**config.mk**
```make
export PLATFORM = sky130hd
export DESIGN_NAME = gwsc_regs
export DESIGN_NICKNAME = d
export VERILOG_FILES = /design/src/hdl/gwsc_pkg.sv /design/src/hdl/gwsc_regs.sv
export SDC_FILE = /design/constraint.sdc
export NUM_CORES = 1
export LEC_CHECK = 0
export BUFFER_PORTS_ARGS = -buffer_cell sky130_fd_sc_hd__buf_4
export CORE_MARGIN = 10
export CORE_UTILIZATION = 40
export CTS_BUF_LIST = sky130_fd_sc_hd__clkbuf_8
export DETAILED_ROUTE_END_ITERATION = 8
export PLACE_DENSITY = 0.66
export SETUP_SLACK_MARGIN = 0.3
export SLEW_MARGIN = 10
export SYNTH_ARGS = -nofsm -noshare
export SYNTH_HDL_FRONTEND = slang
export SYNTH_SLANG_ARGS = --single-unit
```
**constraint.sdc**
```tcl
create_clock -name clk -period 1.73 [get_ports clk]
set_input_delay 0 -clock clk [delete_from_list [all_inputs] [get_ports clk]]
set_output_delay 0 -clock clk [all_outputs]
set_load 0.01 [all_outputs]
```
**src/hdl/gwsc_pkg.sv**
```systemverilog
// shared types, register codes and reset values for the grid word search counter
`default_nettype none
package gwsc_pkg;

  localparam int CHAR_W     = 8;
  localparam int COUNT_W    = 32;
  localparam int GRID_W_W   = 11;
  localparam int CFG_IDX_W  = 3;
  localparam int CFG_DATA_W = 11;
  localparam int STORE_W    = 3 * CHAR_W;
  localparam int FOUND_W    = 4;

  typedef enum logic [CFG_IDX_W-1:0] {
    REG_GRID_WIDTH  = 3'd0,
    REG_WORD_FIRST  = 3'd1,
    REG_WORD_SECOND = 3'd2,
    REG_WORD_THIRD  = 3'd3,
    REG_WORD_FOURTH = 3'd4
  } cfg_reg_t;

  localparam logic [GRID_W_W-1:0] GRID_WIDTH_RST = 11'd140;
  localparam logic [CHAR_W-1:0]   WORD_FIRST_RST  = 8'd88;
  localparam logic [CHAR_W-1:0]   WORD_SECOND_RST = 8'd77;
  localparam logic [CHAR_W-1:0]   WORD_THIRD_RST  = 8'd65;
  localparam logic [CHAR_W-1:0]   WORD_FOURTH_RST = 8'd83;

  typedef struct packed {
    logic [CHAR_W-1:0] cell_char;
    logic              last_cell;
  } in_word_t;

  typedef struct packed {
    logic [COUNT_W-1:0] match_count;
    logic               count_saturated;
  } out_word_t;

  typedef struct packed {
    logic [CFG_IDX_W-1:0]  index;
    logic [CFG_DATA_W-1:0] value;
  } cfg_word_t;

  typedef struct packed {
    logic [GRID_W_W-1:0]      grid_width;
    logic [3:0][CHAR_W-1:0]   letters;
  } cfg_t;

  typedef struct packed {
    logic shift;
    logic hor_ok;
    logic ver_ok;
  } win_ctl_t;

endpackage
`default_nettype wire

```
**src/hdl/gwsc_regs.sv**
```systemverilog
// configuration registers: grid width and the four word letters
`default_nettype none
module gwsc_regs
  import gwsc_pkg::*;
(
  input  wire logic      clk,
  input  wire logic      rst_n,
  input  wire logic      wr_en,
  input  wire cfg_word_t wr,
  output cfg_t           cfg
);

  cfg_t cfg_r;
  cfg_t cfg_nxt;

  always_comb begin
    cfg_nxt = cfg_r;
    if (wr_en) begin
      case (wr.index)
        REG_GRID_WIDTH:  cfg_nxt.grid_width = wr.value[GRID_W_W-1:0];
        REG_WORD_FIRST:  cfg_nxt.letters[0] = wr.value[CHAR_W-1:0];
        REG_WORD_SECOND: cfg_nxt.letters[1] = wr.value[CHAR_W-1:0];
        REG_WORD_THIRD:  cfg_nxt.letters[2] = wr.value[CHAR_W-1:0];
        REG_WORD_FOURTH: cfg_nxt.letters[3] = wr.value[CHAR_W-1:0];
        default: cfg_nxt = cfg_r;
      endcase
    end
  end

  always_ff @(posedge clk) begin
    if (!rst_n) begin
      cfg_r.grid_width <= GRID_WIDTH_RST;
      cfg_r.letters[0] <= WORD_FIRST_RST;
      cfg_r.letters[1] <= WORD_SECOND_RST;
      cfg_r.letters[2] <= WORD_THIRD_RST;
      cfg_r.letters[3] <= WORD_FOURTH_RST;
    end else begin
      cfg_r <= cfg_nxt;
    end
  end

  assign cfg = cfg_r;

endmodule
`default_nettype wire

```
==> out/results.tsv <==
stage	metric	value	unit
worst_setup_path	path_delay_family	simple AND/OR/NAND/NOR gates	
cts	ctsResizeCount	0	
worst_setup_path	path_max_fanout	7	
timing	slew_viol_final	0	
timing	setup-tns-final	0	ns
worst_setup_path	path_buf_inv	1	
die	initial_utilization	41.9	%
worst_setup_path	start_kind	input port	
logic_synthesis	syn_area_per_cell	10.3	sq um
run	cap_violations	0	
worst_setup_path	path_cells	buf_4, or4b_1, mux2i_1	
logic_synthesis	ys_warn_count	0	
pwr	p_clk_share	34.1	%
logic_synthesis	yosysSeqAreaShare	50.3	%
worst_setup_path	crit_type	in2reg	
timing	fmax	1140	MHz
die	die_width	85.4	um
cts	cts.sinks	43	
grt	track_usage	12.2	%
logic_synthesis	yosys.area.top_type	dfxtp_1	
pwr	sw_frac_of_total	22.8	%
logic_synthesis	synth_top_cell_area_share	50.3	%
timing	finalClockSkew	0	ns
die	io_pins	60	
finish	seq_area	861	sq um
pwr	peakVddDrop	0.518	mV
worst_setup_path	crit_arrival	1.05	ns
cts	cts.path.max_buffers	2	
cts	root_buffer	clkbuf_8	
logic_synthesis	synth.net_count	183	
die	rows	23	
place	numPortBuffers	59	
logic_synthesis	synth-edff-count	0	
logic_synthesis	async_flop_share	0	%
timing	fin_ws	0.850	ns
cts	insertion_delay	0.29	ns
routing	routed_wirelength	4.50	mm
routing	route.detailed.wl_per_inst	15.9	um
worst_setup_path	slowest_delay	0.72	ns
timing	whs	0.0719	ns
logic_synthesis	synth_commonest_cells	dfxtp_1, mux2i_1, nand2_1, nor2b_1, clkbuf_1	
pwr	leakage	1.13	nW
worst_setup_path	cpMaxStageDelayCell	or4b_1	
grt	antenna_found_initial	0	
grt	grt-ovfl-total	0	
die	core	4090	sq um
finish	fill_cells	366	
finish	fin_nets	250	
place	post-place-ws	0.539	ns
logic_synthesis	ys_types	13	
worst_setup_path	required	1.90	ns
cts	clk_pin_slew	0.08	ns
routing	ant_nets	0	
routing	drcViolationCount	0	
logic_synthesis	ys.flop_type	dfxtp_1	
logic_synthesis	syn-cell-area	1710	sq um
routing	vias	1352	
grt	grt_pass1_vias	1390	
timing	fin_crit	0.880	ns
finish	areaGrowthSynthToFinish	38.9	%
worst_setup_path	endpoint_kind	flip-flop	
die	die_y	85.4	um
cts	cts_made_buffers	5	
pwr	p_comb_share	10.7	%
grt	grt_pass1_wl	7.12	mm
place	gp_congestion	0.748	
hold_path	hold_path_class	in2reg	
die	die-area	7300	sq um
timing	timing.slew.headroom	48.8	%
pwr	p_sw	0.423	mW
pwr	p_seq_share	55.3	%
logic_synthesis	ys_ff_latch	43	
finish	multi_input_area	802	sq um
timing	finalHoldViolCount	0	
routing	vias_per_cell	4.78	
place	hpwl	3.33	mm
timing	rsz0062_at_grt	false	
finish	drive_above_1_share	30.9	%
cts	cts_tree	built	
status	status	complete, no violations	
finish	n_antenna_cell	0	
logic_synthesis	ys_top_cells_by_area	dfxtp_1, mux2i_1, nor2b_1	
finish	largest_register_ffs	43	
timing	tightest_slew	0.766	ns
pwr	p_int	1.43	mW
timing	finalCritPeriodShare	50.9	%
cts	h-tree-depth	2	
logic_synthesis	synth_cells	166	
routing	drt_iter0_markers	76	
grt	grt_max_degree	62	
timing	setup_viol	0	
pwr	p_per_area	778	nW/um^2
routing	drt-pass1-iter-count	4	
[what timing repair did]
action	CTS	global route
hold buffers	10	0
hold endpoints to repair	12	0
setup buffers	0	0
[cell type report]
type                            instances  area share [%]
Tap cell                               50            2.63
Timing Repair Buffer                   72            23.8
Clock buffer                            6            3.47
Multi-Input combinational cell        111            33.7
Sequential cell                        43            36.2
Clock inverter                          1           0.210
[through the flow]
step	std cells	utilization [%]	power, mW	area [sq um]
after floorplan	166	-	1.14	1710
after global placement	266	53.6	1.22	2190
after detailed placement	266	53.6	1.23	2190
after CTS	283	58.2	1.88	2380
after global routing	283	58.2	1.94	2380
final	283	58.2	1.85	2380
[worst min-delay path, delay by kind of cell]
kind | cells | cell delay, ns
mux | 1 | 0.14
simple gates | 1 | 0.11
buf+inv | 1 | 0.07
[placed cells by master, fill, tap and decap left out, drive strengths merged]
cell type,count
nand4b,1
nor4b,1
clkinv,1
or4b,1
clkbuf,6
buf,62
nor4bb,1
nor2b,23
nand4bb,2
mux2i,43
dfxtp,43
and4bb,1
nand2,38
dlygate4sd3,10
[cells by family after synthesis]
group                  after synthesis  synth area share (%)
AND/OR/NAND/NOR                     68                  21.3
buffers and inverters               12                  3.29
multiplexers                        43                  25.1
flip-flops                          43                  50.3
[final timing paths]
| check | from | to | slack, ns | cells after the start |
|---|---|---|---|---|
| hold / removal | wr[5] | cfg[29] | 0.07 | 3 |
| setup / recovery | wr[11] | cfg[36] | 0.85 | 3 |
| setup reg to reg | cfg[39] | cfg[39] | 1.09 | 2 |
| hold reg to reg | cfg[12] | cfg[12] | 0.46 | 2 |
[power by group through the flow]
stage               Clock, mW  Sequential, mW  Combinational (mW)
finish                  0.631            1.02               0.197
global placement            0            1.05               0.176
floorplan                   0            1.06              0.0820
detailed placement          0            1.05               0.182
CTS                     0.654            1.02               0.200
global route            0.696            1.03               0.215
[layer usage]
layer  GRT usage (%)  share of wire [%]
met1            13.4                 44
met2            19.7                 48
met3            6.21                7.4
met4            4.34                1.0
met5               0                  0
Power figures use the tool's default switching activity.
