[config.mk]
export PLATFORM = sky130hd
export DESIGN_NAME = gwsc_window
export DESIGN_NICKNAME = d
export VERILOG_FILES = /design/src/hdl/gwsc_pkg.sv /design/src/hdl/gwsc_window.sv
export SDC_FILE = /design/constraint.sdc
export NUM_CORES = 1
export LEC_CHECK = 0
export ABC_AREA = 1
export BUFFER_PORTS_ARGS = -buffer_cell sky130_fd_sc_hd__buf_4
export CAP_MARGIN = 40
export CORE_ASPECT_RATIO = 1.5
export CORE_MARGIN = 1.5
export CORE_UTILIZATION = 49
export CTS_CLUSTER_SIZE = 8
export DETAILED_ROUTE_END_ITERATION = 6
export MAX_ROUTING_LAYER = met4
export PLACE_DENSITY = 0.73
export SETUP_SLACK_MARGIN = 0.4
export SYNTH_ARGS = -nofsm -noshare
export SYNTH_HDL_FRONTEND = slang
export SYNTH_SLANG_ARGS = --single-unit
[constraint.sdc]
create_clock -name clk -period 7.83 [get_ports clk]
set_clock_uncertainty 0.1 [all_clocks]
set_input_delay 1.9575 -clock clk [delete_from_list [all_inputs] [get_ports clk]]
set_output_delay 1.9575 -clock clk [all_outputs]
set_load 0.01 [all_outputs]
[src/hdl/gwsc_pkg.sv]
// shared types, register codes and reset values for the grid word search counter
`default_nettype none
package gwsc_pkg;

  localparam int CHAR_W     = 8;
  localparam int COUNT_W    = 32;
  localparam int GRID_W_W   = 11;
  localparam int CFG_IDX_W  = 3;
  localparam int CFG_DATA_W = 11;
  localparam int STORE_W    = 3 * CHAR_W;
  localparam int FOUND_W    = 4;

  typedef enum logic [CFG_IDX_W-1:0] {
    REG_GRID_WIDTH  = 3'd0,
    REG_WORD_FIRST  = 3'd1,
    REG_WORD_SECOND = 3'd2,
    REG_WORD_THIRD  = 3'd3,
    REG_WORD_FOURTH = 3'd4
  } cfg_reg_t;

  localparam logic [GRID_W_W-1:0] GRID_WIDTH_RST = 11'd140;
  localparam logic [CHAR_W-1:0]   WORD_FIRST_RST  = 8'd88;
  localparam logic [CHAR_W-1:0]   WORD_SECOND_RST = 8'd77;
  localparam logic [CHAR_W-1:0]   WORD_THIRD_RST  = 8'd65;
  localparam logic [CHAR_W-1:0]   WORD_FOURTH_RST = 8'd83;

  typedef struct packed {
    logic [CHAR_W-1:0] cell_char;
    logic              last_cell;
  } in_word_t;

  typedef struct packed {
    logic [COUNT_W-1:0] match_count;
    logic               count_saturated;
  } out_word_t;

  typedef struct packed {
    logic [CFG_IDX_W-1:0]  index;
    logic [CFG_DATA_W-1:0] value;
  } cfg_word_t;

  typedef struct packed {
    logic [GRID_W_W-1:0]      grid_width;
    logic [3:0][CHAR_W-1:0]   letters;
  } cfg_t;

  typedef struct packed {
    logic shift;
    logic hor_ok;
    logic ver_ok;
  } win_ctl_t;

endpackage
`default_nettype wire

[src/hdl/gwsc_window.sv]
// 4 by 4 character window with line compares in both reading directions
`default_nettype none
module gwsc_window
  import gwsc_pkg::*;
(
  input  wire logic                   clk,
  input  wire logic                   rst_n,
  input  wire win_ctl_t               ctl,
  input  wire logic [STORE_W-1:0]     stored,
  input  wire logic [CHAR_W-1:0]      ch,
  input  wire logic [3:0][CHAR_W-1:0] letters,
  output logic      [FOUND_W-1:0]     found
);

  logic [CHAR_W-1:0] w_r   [16];
  logic [CHAR_W-1:0] w_nxt [16];

  function automatic logic [1:0] line_hits(
    input logic [CHAR_W-1:0]      a,
    input logic [CHAR_W-1:0]      b,
    input logic [CHAR_W-1:0]      c,
    input logic [CHAR_W-1:0]      d,
    input logic [3:0][CHAR_W-1:0] l
  );
    logic fwd;
    logic rev;
    fwd = (a == l[0]) && (b == l[1]) && (c == l[2]) && (d == l[3]);
    rev = (d == l[0]) && (c == l[1]) && (b == l[2]) && (a == l[3]);
    return 2'(fwd) + 2'(rev);
  endfunction

  always_comb begin
    for (int r = 0; r < 4; r++) begin
      for (int c = 0; c < 3; c++) begin
        w_nxt[r*4+c] = w_r[r*4+c+1];
      end
    end
    w_nxt[3]  = stored[3*CHAR_W-1:2*CHAR_W];
    w_nxt[7]  = stored[2*CHAR_W-1:CHAR_W];
    w_nxt[11] = stored[CHAR_W-1:0];
    w_nxt[15] = ch;
  end

  logic [1:0] hor_hits;
  logic [1:0] ver_hits;
  logic [1:0] dia_hits;
  logic [1:0] anti_hits;

  always_comb begin
    hor_hits  = line_hits(w_nxt[12], w_nxt[13], w_nxt[14], w_nxt[15], letters);
    ver_hits  = line_hits(w_nxt[3], w_nxt[7], w_nxt[11], w_nxt[15], letters);
    dia_hits  = line_hits(w_nxt[0], w_nxt[5], w_nxt[10], w_nxt[15], letters);
    anti_hits = line_hits(w_nxt[12], w_nxt[9], w_nxt[6], w_nxt[3], letters);
    found = '0;
    if (ctl.hor_ok) begin
      found = found + FOUND_W'(hor_hits);
    end
    if (ctl.ver_ok) begin
      found = found + FOUND_W'(ver_hits);
    end
    if (ctl.hor_ok && ctl.ver_ok) begin
      found = found + FOUND_W'(dia_hits) + FOUND_W'(anti_hits);
    end
  end

  always_ff @(posedge clk) begin
    if (!rst_n) begin
      for (int i = 0; i < 16; i++) begin
        w_r[i] <= '0;
      end
    end else if (ctl.shift) begin
      w_r <= w_nxt;
    end
  end

endmodule
`default_nettype wire
==> results.yml, run 1 <==
clock_tree:
  clkLatencyLatePin_ns: 0.34
  cts_root_buf: "clkbuf_16"
  cts_tree: "done"
  cts_sinks: 80
  clk_path_buf_depth: 2
  cts_htree_levels: 3
  cts_buffers: 9
  clk_pin_slew_ns: 0.07
sta:
  min_period_over_period: 0.957
  rsz0062_at_grt: "yes"
  fin_tns_setup_ns: 0
  hold_violations: 0
  slew_headroom: 0.443
  hold_ws_ns: 0.389
  worstMarginPinSlew_ns: 0.834
  min_period_ns: 7.49
  final-setup-viol-count: 0
  fmax_mhz: 133
  slew_violations: 0
floorplanning:
  die_h_um: 143
  start_util: 0.506
  ioPinCount: 73
  rows: 50
  die_x_um: 96.3
  die_area_um2: 13800
  core_area_um2: 12600
routing:
  first_iter_violations: 345
  num_vias: 6986
  firstDrtPassIters: 5
  ant_nets: 0
  routedWlPerCell_um: 13.5
  routed_via_density: 5.02
  drc: 0
  wl_mm: 18.8
placement:
  placed_cells_incl_taps: 1371
  place_hpwl_mm: 13.9
  place.gp.congestion: 0.907
  io_buffers: 72
synth:
  syn_inst: 1186
  synth_cell_types: 22
  synth_area_leaders: "nand2_1 33%, dfxtp_1 25%, nor2_1 7.9%"
  synth_ff_type: "dfxtp_1"
  synth.most_common_cell: "nand2_1"
  yosysTopAreaCell: "nand2_1"
  seq_area_frac_synth: 0.251
  synth.avg_cell_area_um2: 5.39
  ys_async_sr_fraction: 0
  mappedNetlistNets: 1262
  synth_top_area_frac: 0.335
  synthTopCellsByCount: "570 x nand2_1, 134 x nor2_1, 102 x inv_1"
  ys_warn_count: 0
  netlist_area_um2: 6390
  yosys_register_bits: 80
  synth_edf_count: 0
job:
  drv_cap: 0
global_route:
  grt_pass1_wl_mm: 29.8
  grt_usage: 0.292
  grt_pass1_vias: 6382
  antenna_found_initial: 0
  grt_max_degree: 105
  gr-total-overflow: 0
setup_path:
  cpPeakStageDelay_ns: 0.47
  path_max_fanout: 6
  worst-path-buf-inv: 2
  rr_worst_depth: 2
  required_ns: 5.77
  rrSetupSlack_ns: 6.99
  endpoint_kind: "primary output"
  slowest_stage: "fa_2"
  r2r-end: "w_nxt[26]$_SDFFE_PN0P_"
  cp_top_family: "adder cells"
  r2r_start: "w_nxt[26]$_SDFFE_PN0P_"
  arrival_ns: 5.43
  cp_cell_sequence: "buf_12 -> xor2_2 -> nor2_2 -> nand2_1 -> nor2_2 -> nand2_1 -> nor2_1 -> ha_1 -> nand2_2 -> fa_1 -> a21oi_2 -> fa_1 -> fa_2 -> fa_2 -> mux2_4 -> buf_6"
  crit_type: "in -> out"
  startpoint_type: "primary input"
final_layout:
  layout-drive-gt1-share: 0.155
  largest_reg_flops: 80
  fin_util: 0.607
  fin_cells: 1391
  n_fill_cell: 1309
  fin_nets: 1306
  area_growth_pct: 20.0
  num_antenna_cells: 0
hold_path:
  hold_class: "reg -> reg"
  whs_endpoint: "w_nxt[119]$_SDFFE_PN0P_"
  hold_depth: 2
  hp-start: "w_nxt[111]$_SDFFE_PN0P_"
power_and_ir_drop:
  seqPwrFrac: 0.363
  p_int_mw: 0.870
  p_sw_frac: 0.311
  combPwrFrac: 0.244
  powerDensity_nw_per_um2: 165
  power.switching_mw: 0.393
  leakagePower_nw: 3.92
  vdd_ir_drop_max_mv: 0.105
  power_frac_clock: 0.393
status:
  status: "completed"
-- cell type report --
class	count	area, um2	area share
Multi-Input combinational cell	924	4180	0.545
Sequential cell	80	1600	0.209
Timing Repair Buffer	80	812	0.106
Inverter	135	542	0.0706
Clock buffer	9	225	0.0294
Tap cell	156	195	0.0254
Clock inverter	7	118	0.0153
-- logic make-up after synthesis --
group,after synthesis,share of synthesized area
buffers and inverters,182,0.121
adder cells (fa/ha/maj),7,0.0184
AO/OA/AOI/OAI,158,0.124
XOR/XNOR,45,0.0617
AND/OR/NAND/NOR,712,0.421
multiplexers,2,0.00352
flip-flops,80,0.251
-- what timing repair did --
action	CTS	global route
pin swaps	19	61
cloned	0	0
setup endpoints to repair	2	2
hold buffers	0	0
gates resized for setup	29	98
buffers inserted	0	4
-- worst max-delay path by stage --
| stage | startpoint | to | slack [ns] | cells after the start |
|---|---|---|---|---|
| CTS | ch[6] | found[1] | 0.29 | 16 |
| detailed placement | letters[17] | found[1] | 0.03 | 18 |
| floorplan | ch[1] | found[1] | 0.60 | 17 |
| finish | letters[26] | found[1] | 0.34 | 16 |
| global placement | letters[17] | found[1] | 0.11 | 18 |
| global route | letters[1] | found[1] | 0.21 | 18 |
-- metal layers --
metal  track usage  up-vias  wire (um)  share of wire
met2         0.499      172       9580           0.51
met1         0.332     3093       7830           0.42
met5             -        -          0              0
met4         0.142        0        688          0.037
li1              -     3681          -              -
met3        0.0335       40        653          0.035
-- cells in the final DEF, fill, tap and decap left out, types with 2 or more instances in the layout --
master / n
nand2_1: 548
nor2_1: 112
inv_1: 95
dfxtp_1: 80
a21oi_1: 75
o21ai_0: 71
buf_4: 47
xnor2_1: 34
inv_2: 27
nor2_2: 23
nand2_2: 21
buf_6: 21
inv_4: 12
xor2_1: 10
o21ai_1: 10
clkbuf_16: 9
buf_12: 6
buf_8: 5
nor2_4: 4
ha_1: 3
bufinv_16: 3
inv_6: 2
fa_1: 2
fa_2: 2
clkinv_2: 2
-- per-stage QoR --
stage               setup WS, ns  total power, mW  instance area (um2)
CTS                        0.290             1.25                 7340
global placement           0.115            0.746                 6880
finish                     0.339             1.26                 7670
floorplan                  0.596            0.659                 6390
global route               0.209             1.32                 7670
detailed placement        0.0261            0.749                 6910
-- power groups by stage --
stage	combinational (mW)	sequential [mW]	clock (mW)
2_1_floorplan	0.199	0.460	0
3_3_place_gp	0.280	0.466	0
3_5_place_dp	0.283	0.466	0
4_1_cts	0.289	0.458	0.501
5_1_grt	0.348	0.462	0.514
6_report	0.308	0.459	0.496
-- tightest hold or removal path: cells and delay by family (launching register included) --
family / cells / cell delay, ns
DFF: 1 / 0.33
and+or+nand+nor: 2 / 0.13
(Power assumes the default switching activity.)
==> inputs of run 2 (changes only) <==
--- a/config.mk
+++ b/config.mk
@@ -10,11 +10,11 @@
 export CAP_MARGIN = 40
 export CORE_ASPECT_RATIO = 1.5
 export CORE_MARGIN = 1.5
-export CORE_UTILIZATION = 49
+export CORE_UTILIZATION = 35
 export CTS_CLUSTER_SIZE = 8
 export DETAILED_ROUTE_END_ITERATION = 6
 export MAX_ROUTING_LAYER = met4
-export PLACE_DENSITY = 0.73
+export PLACE_DENSITY = 0.56
 export SETUP_SLACK_MARGIN = 0.4
 export SYNTH_ARGS = -nofsm -noshare
 export SYNTH_HDL_FRONTEND = slang
==> results.yml, run 2 (same netlist as run 1, synthesis figures left out) <==
status:
  status: "completed"
setup_path:
  rr_worst_depth: 2
  rrSetupSlack_ns: 6.95
  crit_type: "in -> out"
  crit_start: "letters[28]"
  endpoint: "found[1]"
  r2r_start: "w_nxt[11]$_SDFFE_PN0P_"
  endpoint_kind: "primary output"
  arrival_ns: 5.39
  startpoint_type: "primary input"
  path_max_fanout: 5
  r2r-end: "w_nxt[11]$_SDFFE_PN0P_"
  required_ns: 5.77
global_route:
  gr-total-overflow: 0
  grt_max_degree: 81
  grt_usage: 0.223
  grt_pass1_wl_mm: 32.3
  antenna_found_initial: 0
  grt_pass1_vias: 6465
sta:
  fin_tns_setup_ns: 0
  rsz0062_at_grt: "yes"
  final-setup-viol-count: 0
  fmax_mhz: 134
  min_period_over_period: 0.951
  slew_violations: 0
  slew_headroom: 0.472
  worstMarginPinSlew_ns: 0.792
  min_period_ns: 7.45
  fin_ws_ns: 0.385
  hold_violations: 0
final_layout:
  final_cell_mix: "522 x nand2_1, 110 x nor2_1, 96 x inv_1"
  regArea_um2: 1600
  num_antenna_cells: 0
  fin_nets: 1318
  layout_commonest_cell: "nand2_1"
  multi_input_area_um2: 4320
  largest_reg_flops: 80
  layout-drive-gt1-share: 0.187
  n_fill_cell: 1943
  area_growth_pct: 26.1
clock_tree:
  clk_path_buf_depth: 2
  clkLatencyLatePin_ns: 0.34
  cts_htree_levels: 3
  clk_pin_slew_ns: 0.07
  cts_root_buf: "clkbuf_16"
  cts_sinks: 80
  cts_tree: "done"
  cts_buffers: 9
routing:
  ant_nets: 0
  routed_via_density: 4.74
  wl_mm: 20.7
  drc: 0
  routedWlPerCell_um: 14.1
  num_vias: 6944
  first_iter_violations: 482
  firstDrtPassIters: 5
power_and_ir_drop:
  combPwrFrac: 0.265
  powerDensity_nw_per_um2: 155
  total_power_mw: 1.25
  power.switching_mw: 0.424
  p_sw_frac: 0.340
  power_frac_clock: 0.367
  vdd_ir_drop_max_mv: 0.138
  seqPwrFrac: 0.368
  leakagePower_nw: 4.02
  p_int_mw: 0.823
hold_path:
  hp-start: "w_nxt[110]$_SDFFE_PN0P_"
  hold_class: "reg -> reg"
floorplanning:
  ioPinCount: 73
  core_area_um2: 17900
  start_util: 0.356
  die_area_um2: 19100
  rows: 60
  die_h_um: 169
  die_x_um: 113
placement:
  io_buffers: 72
  place_hpwl_mm: 15.5
  place.gp.congestion: 0.919
  dp_slack_ns: 0.0530
job:
  drv_cap: 0
[run 2: cell count changes in the layout (fill, tap and decap cells not counted), moves of 6 or more]
cell     change
nor2_2       -8
inv_4        +8
buf_4        +8
buf_8        +6
buf_12       +7
nand2_1     -26
inv_2       -12
nor2_4      +10
nand2_2     +27
buf_6        -8
[run 2: metal layers]
layer,track usage,wire length (um),vias to the layer above
met1,0.251,8720,3093
met3,0.0211,374,30
met4,0.0902,578,0
li1,-,-,3705
met2,0.402,11000,116
met5,-,0,-
[run 2: layout make-up]
class | instances | share of cell area
inverters | 135 | 0.0712
well taps | 217 | 0.0337
clock buffers | 9 | 0.0279
multi-input cells | 924 | 0.536
repair buffers | 92 | 0.122
clock inverters | 7 | 0.0106
flip-flops and latches | 80 | 0.199
[run 2: how the worst min path moves through the flow]
stage / to / slack, ns / cells past startpoint
after detailed placement: w_nxt[119]$_SDFFE_PN0P_ / 0.37 / 2
after CTS: w_nxt[118]$_SDFFE_PN0P_ / 0.39 / 2
after global routing: w_nxt[116]$_SDFFE_PN0P_ / 0.41 / 2
after global placement: w_nxt[117]$_SDFFE_PN0P_ / 0.36 / 2
after floorplan: w_nxt[112]$_SDFFE_PN0P_ / 0.35 / 2
final: w_nxt[118]$_SDFFE_PN0P_ / 0.39 / 2
[run 2: power by group through the flow]
stage	Sequential, mW	Combinational, mW	Clock [mW]
floorplan	0.460	0.199	0
global placement	0.467	0.288	0
detailed placement	0.467	0.290	0
CTS	0.458	0.304	0.466
global route	0.462	0.370	0.482
finish	0.459	0.331	0.458
[run 2: metrics by stage]
step	instances	util	area [um2]	hold WS [ns]
floorplan	1186	-	6390	0.349
global placement	1432	0.388	6970	0.360
detailed placement	1434	0.391	7010	0.367
CTS	1460	0.423	7590	0.388
global route	1464	0.449	8060	0.408
finish	1464	0.449	8060	0.390
[run 2: critical path: stages]
cell	delay (ns)
buf_12	0.09
inv_6	0.04
nand2_1	0.05
nand2_1	0.06
nor2_1	0.13
nand2_1	0.08
nor2_2	0.15
nand2_2	0.08
nor2_4	0.14
ha_4	0.22
nand2_2	0.06
fa_1	0.43
a21oi_2	0.19
fa_1	0.45
fa_2	0.38
fa_2	0.47
mux2_4	0.29
buf_6	0.12
[run 2: timing repair]
item	CTS	global route
setup endpoints to repair	2	2
setup buffers	10	4
pin swaps	32	68
gates resized for setup	57	140
hold buffers	0	0
cloned	0	0
==> inputs of run 3 (changes only) <==
--- a/config.mk
+++ b/config.mk
@@ -8,13 +8,16 @@
 export ABC_AREA = 1
 export BUFFER_PORTS_ARGS = -buffer_cell sky130_fd_sc_hd__buf_4
 export CAP_MARGIN = 40
+export CELL_PAD_IN_SITES_DETAIL_PLACEMENT = 1
+export CELL_PAD_IN_SITES_GLOBAL_PLACEMENT = 2
 export CORE_ASPECT_RATIO = 1.5
-export CORE_MARGIN = 1.5
-export CORE_UTILIZATION = 35
+export CORE_MARGIN = 5
+export CORE_UTILIZATION = 30
+export CTS_CLUSTER_DIAMETER = 50
 export CTS_CLUSTER_SIZE = 8
 export DETAILED_ROUTE_END_ITERATION = 6
 export MAX_ROUTING_LAYER = met4
-export PLACE_DENSITY = 0.56
+export PLACE_DENSITY = 0.85
 export SETUP_SLACK_MARGIN = 0.4
 export SYNTH_ARGS = -nofsm -noshare
 export SYNTH_HDL_FRONTEND = slang
==> results.yml, run 3 (same netlist as run 1, synthesis figures left out) <==
routing:
  routedWlPerCell_um: 15.3
  ant_nets: 0
  num_vias: 7153
  wl_mm: 23.3
  routed_via_density: 4.71
  firstDrtPassIters: 4
  first_iter_violations: 265
  drc: 0
final_layout:
  final_cell_mix: "503 x nand2_1, 106 x nor2_1, 95 x inv_1"
  fin_nets: 1324
  largest_reg_flops: 80
  fin_cells: 1520
  area_growth_pct: 31.0
  num_antenna_cells: 0
  fin_util: 0.399
  layout-drive-gt1-share: 0.207
  layout_commonest_cell: "nand2_1"
  final_area_um2: 8370
clock_tree:
  cts_htree_levels: 3
  cts_buffers: 9
  clkLatencyLatePin_ns: 0.35
  cts_root_buf: "clkbuf_16"
  cts.hold.buffers_added: 0
  cts_sinks: 80
  clk_path_buf_depth: 2
  cts_tree: "done"
  clk_pin_slew_ns: 0.06
global_route:
  grt_usage: 0.197
  grt_max_degree: 81
  busiest_layer: "met2"
  grtUsageMet1: 0.227
  grtUsageMet2: 0.356
  antenna_found_initial: 0
  grt_pass1_wl_mm: 36.6
  grt_use_met3: 0.0167
  gr-total-overflow: 0
  grt_pass1_vias: 7216
power_and_ir_drop:
  p_int_mw: 0.826
  p_sw_frac: 0.332
  seqPwrFrac: 0.372
  combPwrFrac: 0.288
  vdd_ir_drop_max_mv: 0.0829
  total_power_mw: 1.24
  power.switching_mw: 0.411
  power_frac_clock: 0.340
  powerDensity_nw_per_um2: 148
  leakagePower_nw: 4.09
floorplanning:
  die_x_um: 129
  die_area_um2: 24400
  core_area_um2: 21000
  rows: 65
  ioPinCount: 73
  start_util: 0.305
  die_h_um: 189
status:
  status: "completed"
setup_path:
  arrival_ns: 5.43
  path_max_fanout: 6
  startpoint_type: "primary input"
  required_ns: 5.77
  crit_type: "in -> out"
  endpoint_kind: "primary output"
placement:
  io_buffers: 72
  place.gp.congestion: 0.863
  place_hpwl_mm: 18.0
  placed_cells_incl_taps: 1486
  placed_area_um2: 7070
  dp_slack_ns: 0.0456
sta:
  fmax_mhz: 134
  hold_violations: 0
  fin_ws_ns: 0.345
  rsz0062_at_grt: "yes"
  hold_ws_ns: 0.398
  final-setup-viol-count: 0
  slew_violations: 0
  worstMarginPinSlew_ns: 0.776
  min_period_over_period: 0.956
  slew_headroom: 0.483
  fin_tns_setup_ns: 0
  min_period_ns: 7.48
hold_path:
  hold_class: "reg -> reg"
job:
  drv_cap: 0
## run 3: routing by layer
| metal | vias to the layer above | wire length, um |
|---|---|---|
| li1 | 3699 | - |
| met1 | 3330 | 9740 |
| met2 | 97 | 12400 |
| met3 | 27 | 606 |
| met4 | 0 | 500 |
| met5 | - | 0 |
## run 3: cell type report
| type | instances | area [um2] |
|---|---|---|
| clock buffers | 12 | 236 |
| clock inverters | 3 | 43.8 |
| fillers | 2861 | 12600 |
| inverters | 135 | 607 |
| multi-input cells | 924 | 4440 |
| flip-flops and latches | 80 | 1600 |
| well taps | 268 | 335 |
| repair buffers | 98 | 1110 |
## run 3: worst paths after layout
check | cells past startpoint | slack, ns | to | start
hold reg to reg | 2 | 0.40 | w_nxt[116]$_SDFFE_PN0P_ | w_nxt[108]$_SDFFE_PN0P_
setup / recovery | 18 | 0.35 | found[1] | letters[6]
setup reg to reg | 2 | 6.95 | w_nxt[27]$_SDFFE_PN0P_ | w_nxt[27]$_SDFFE_PN0P_
hold / removal | 2 | 0.40 | w_nxt[116]$_SDFFE_PN0P_ | w_nxt[108]$_SDFFE_PN0P_
## run 3: timing repair
item	CTS	global route
setup endpoints to repair	2	2
pin swaps	40	64
hold endpoints to repair	0	0
gates resized for setup	68	198
buffers inserted	7	12
## run 3: power groups by stage
stage | clock [mW] | sequential, mW | combinational (mW)
finish | 0.421 | 0.459 | 0.356
global route | 0.444 | 0.464 | 0.398
CTS | 0.435 | 0.458 | 0.317
detailed placement | 0 | 0.467 | 0.300
global placement | 0 | 0.466 | 0.294
floorplan | 0 | 0.460 | 0.199
## run 3: worst max-delay path: stages
cell	delay, ns
buf_6	0.11
inv_2	0.06
nand2_1	0.07
nand2_1	0.09
nor2_4	0.10
nand2_2	0.09
nor2_4	0.13
nand2_2	0.08
nor2_4	0.13
ha_4	0.22
nand2_2	0.07
fa_1	0.43
a21oi_2	0.19
fa_1	0.46
fa_2	0.39
fa_2	0.46
mux2_4	0.28
buf_6	0.12
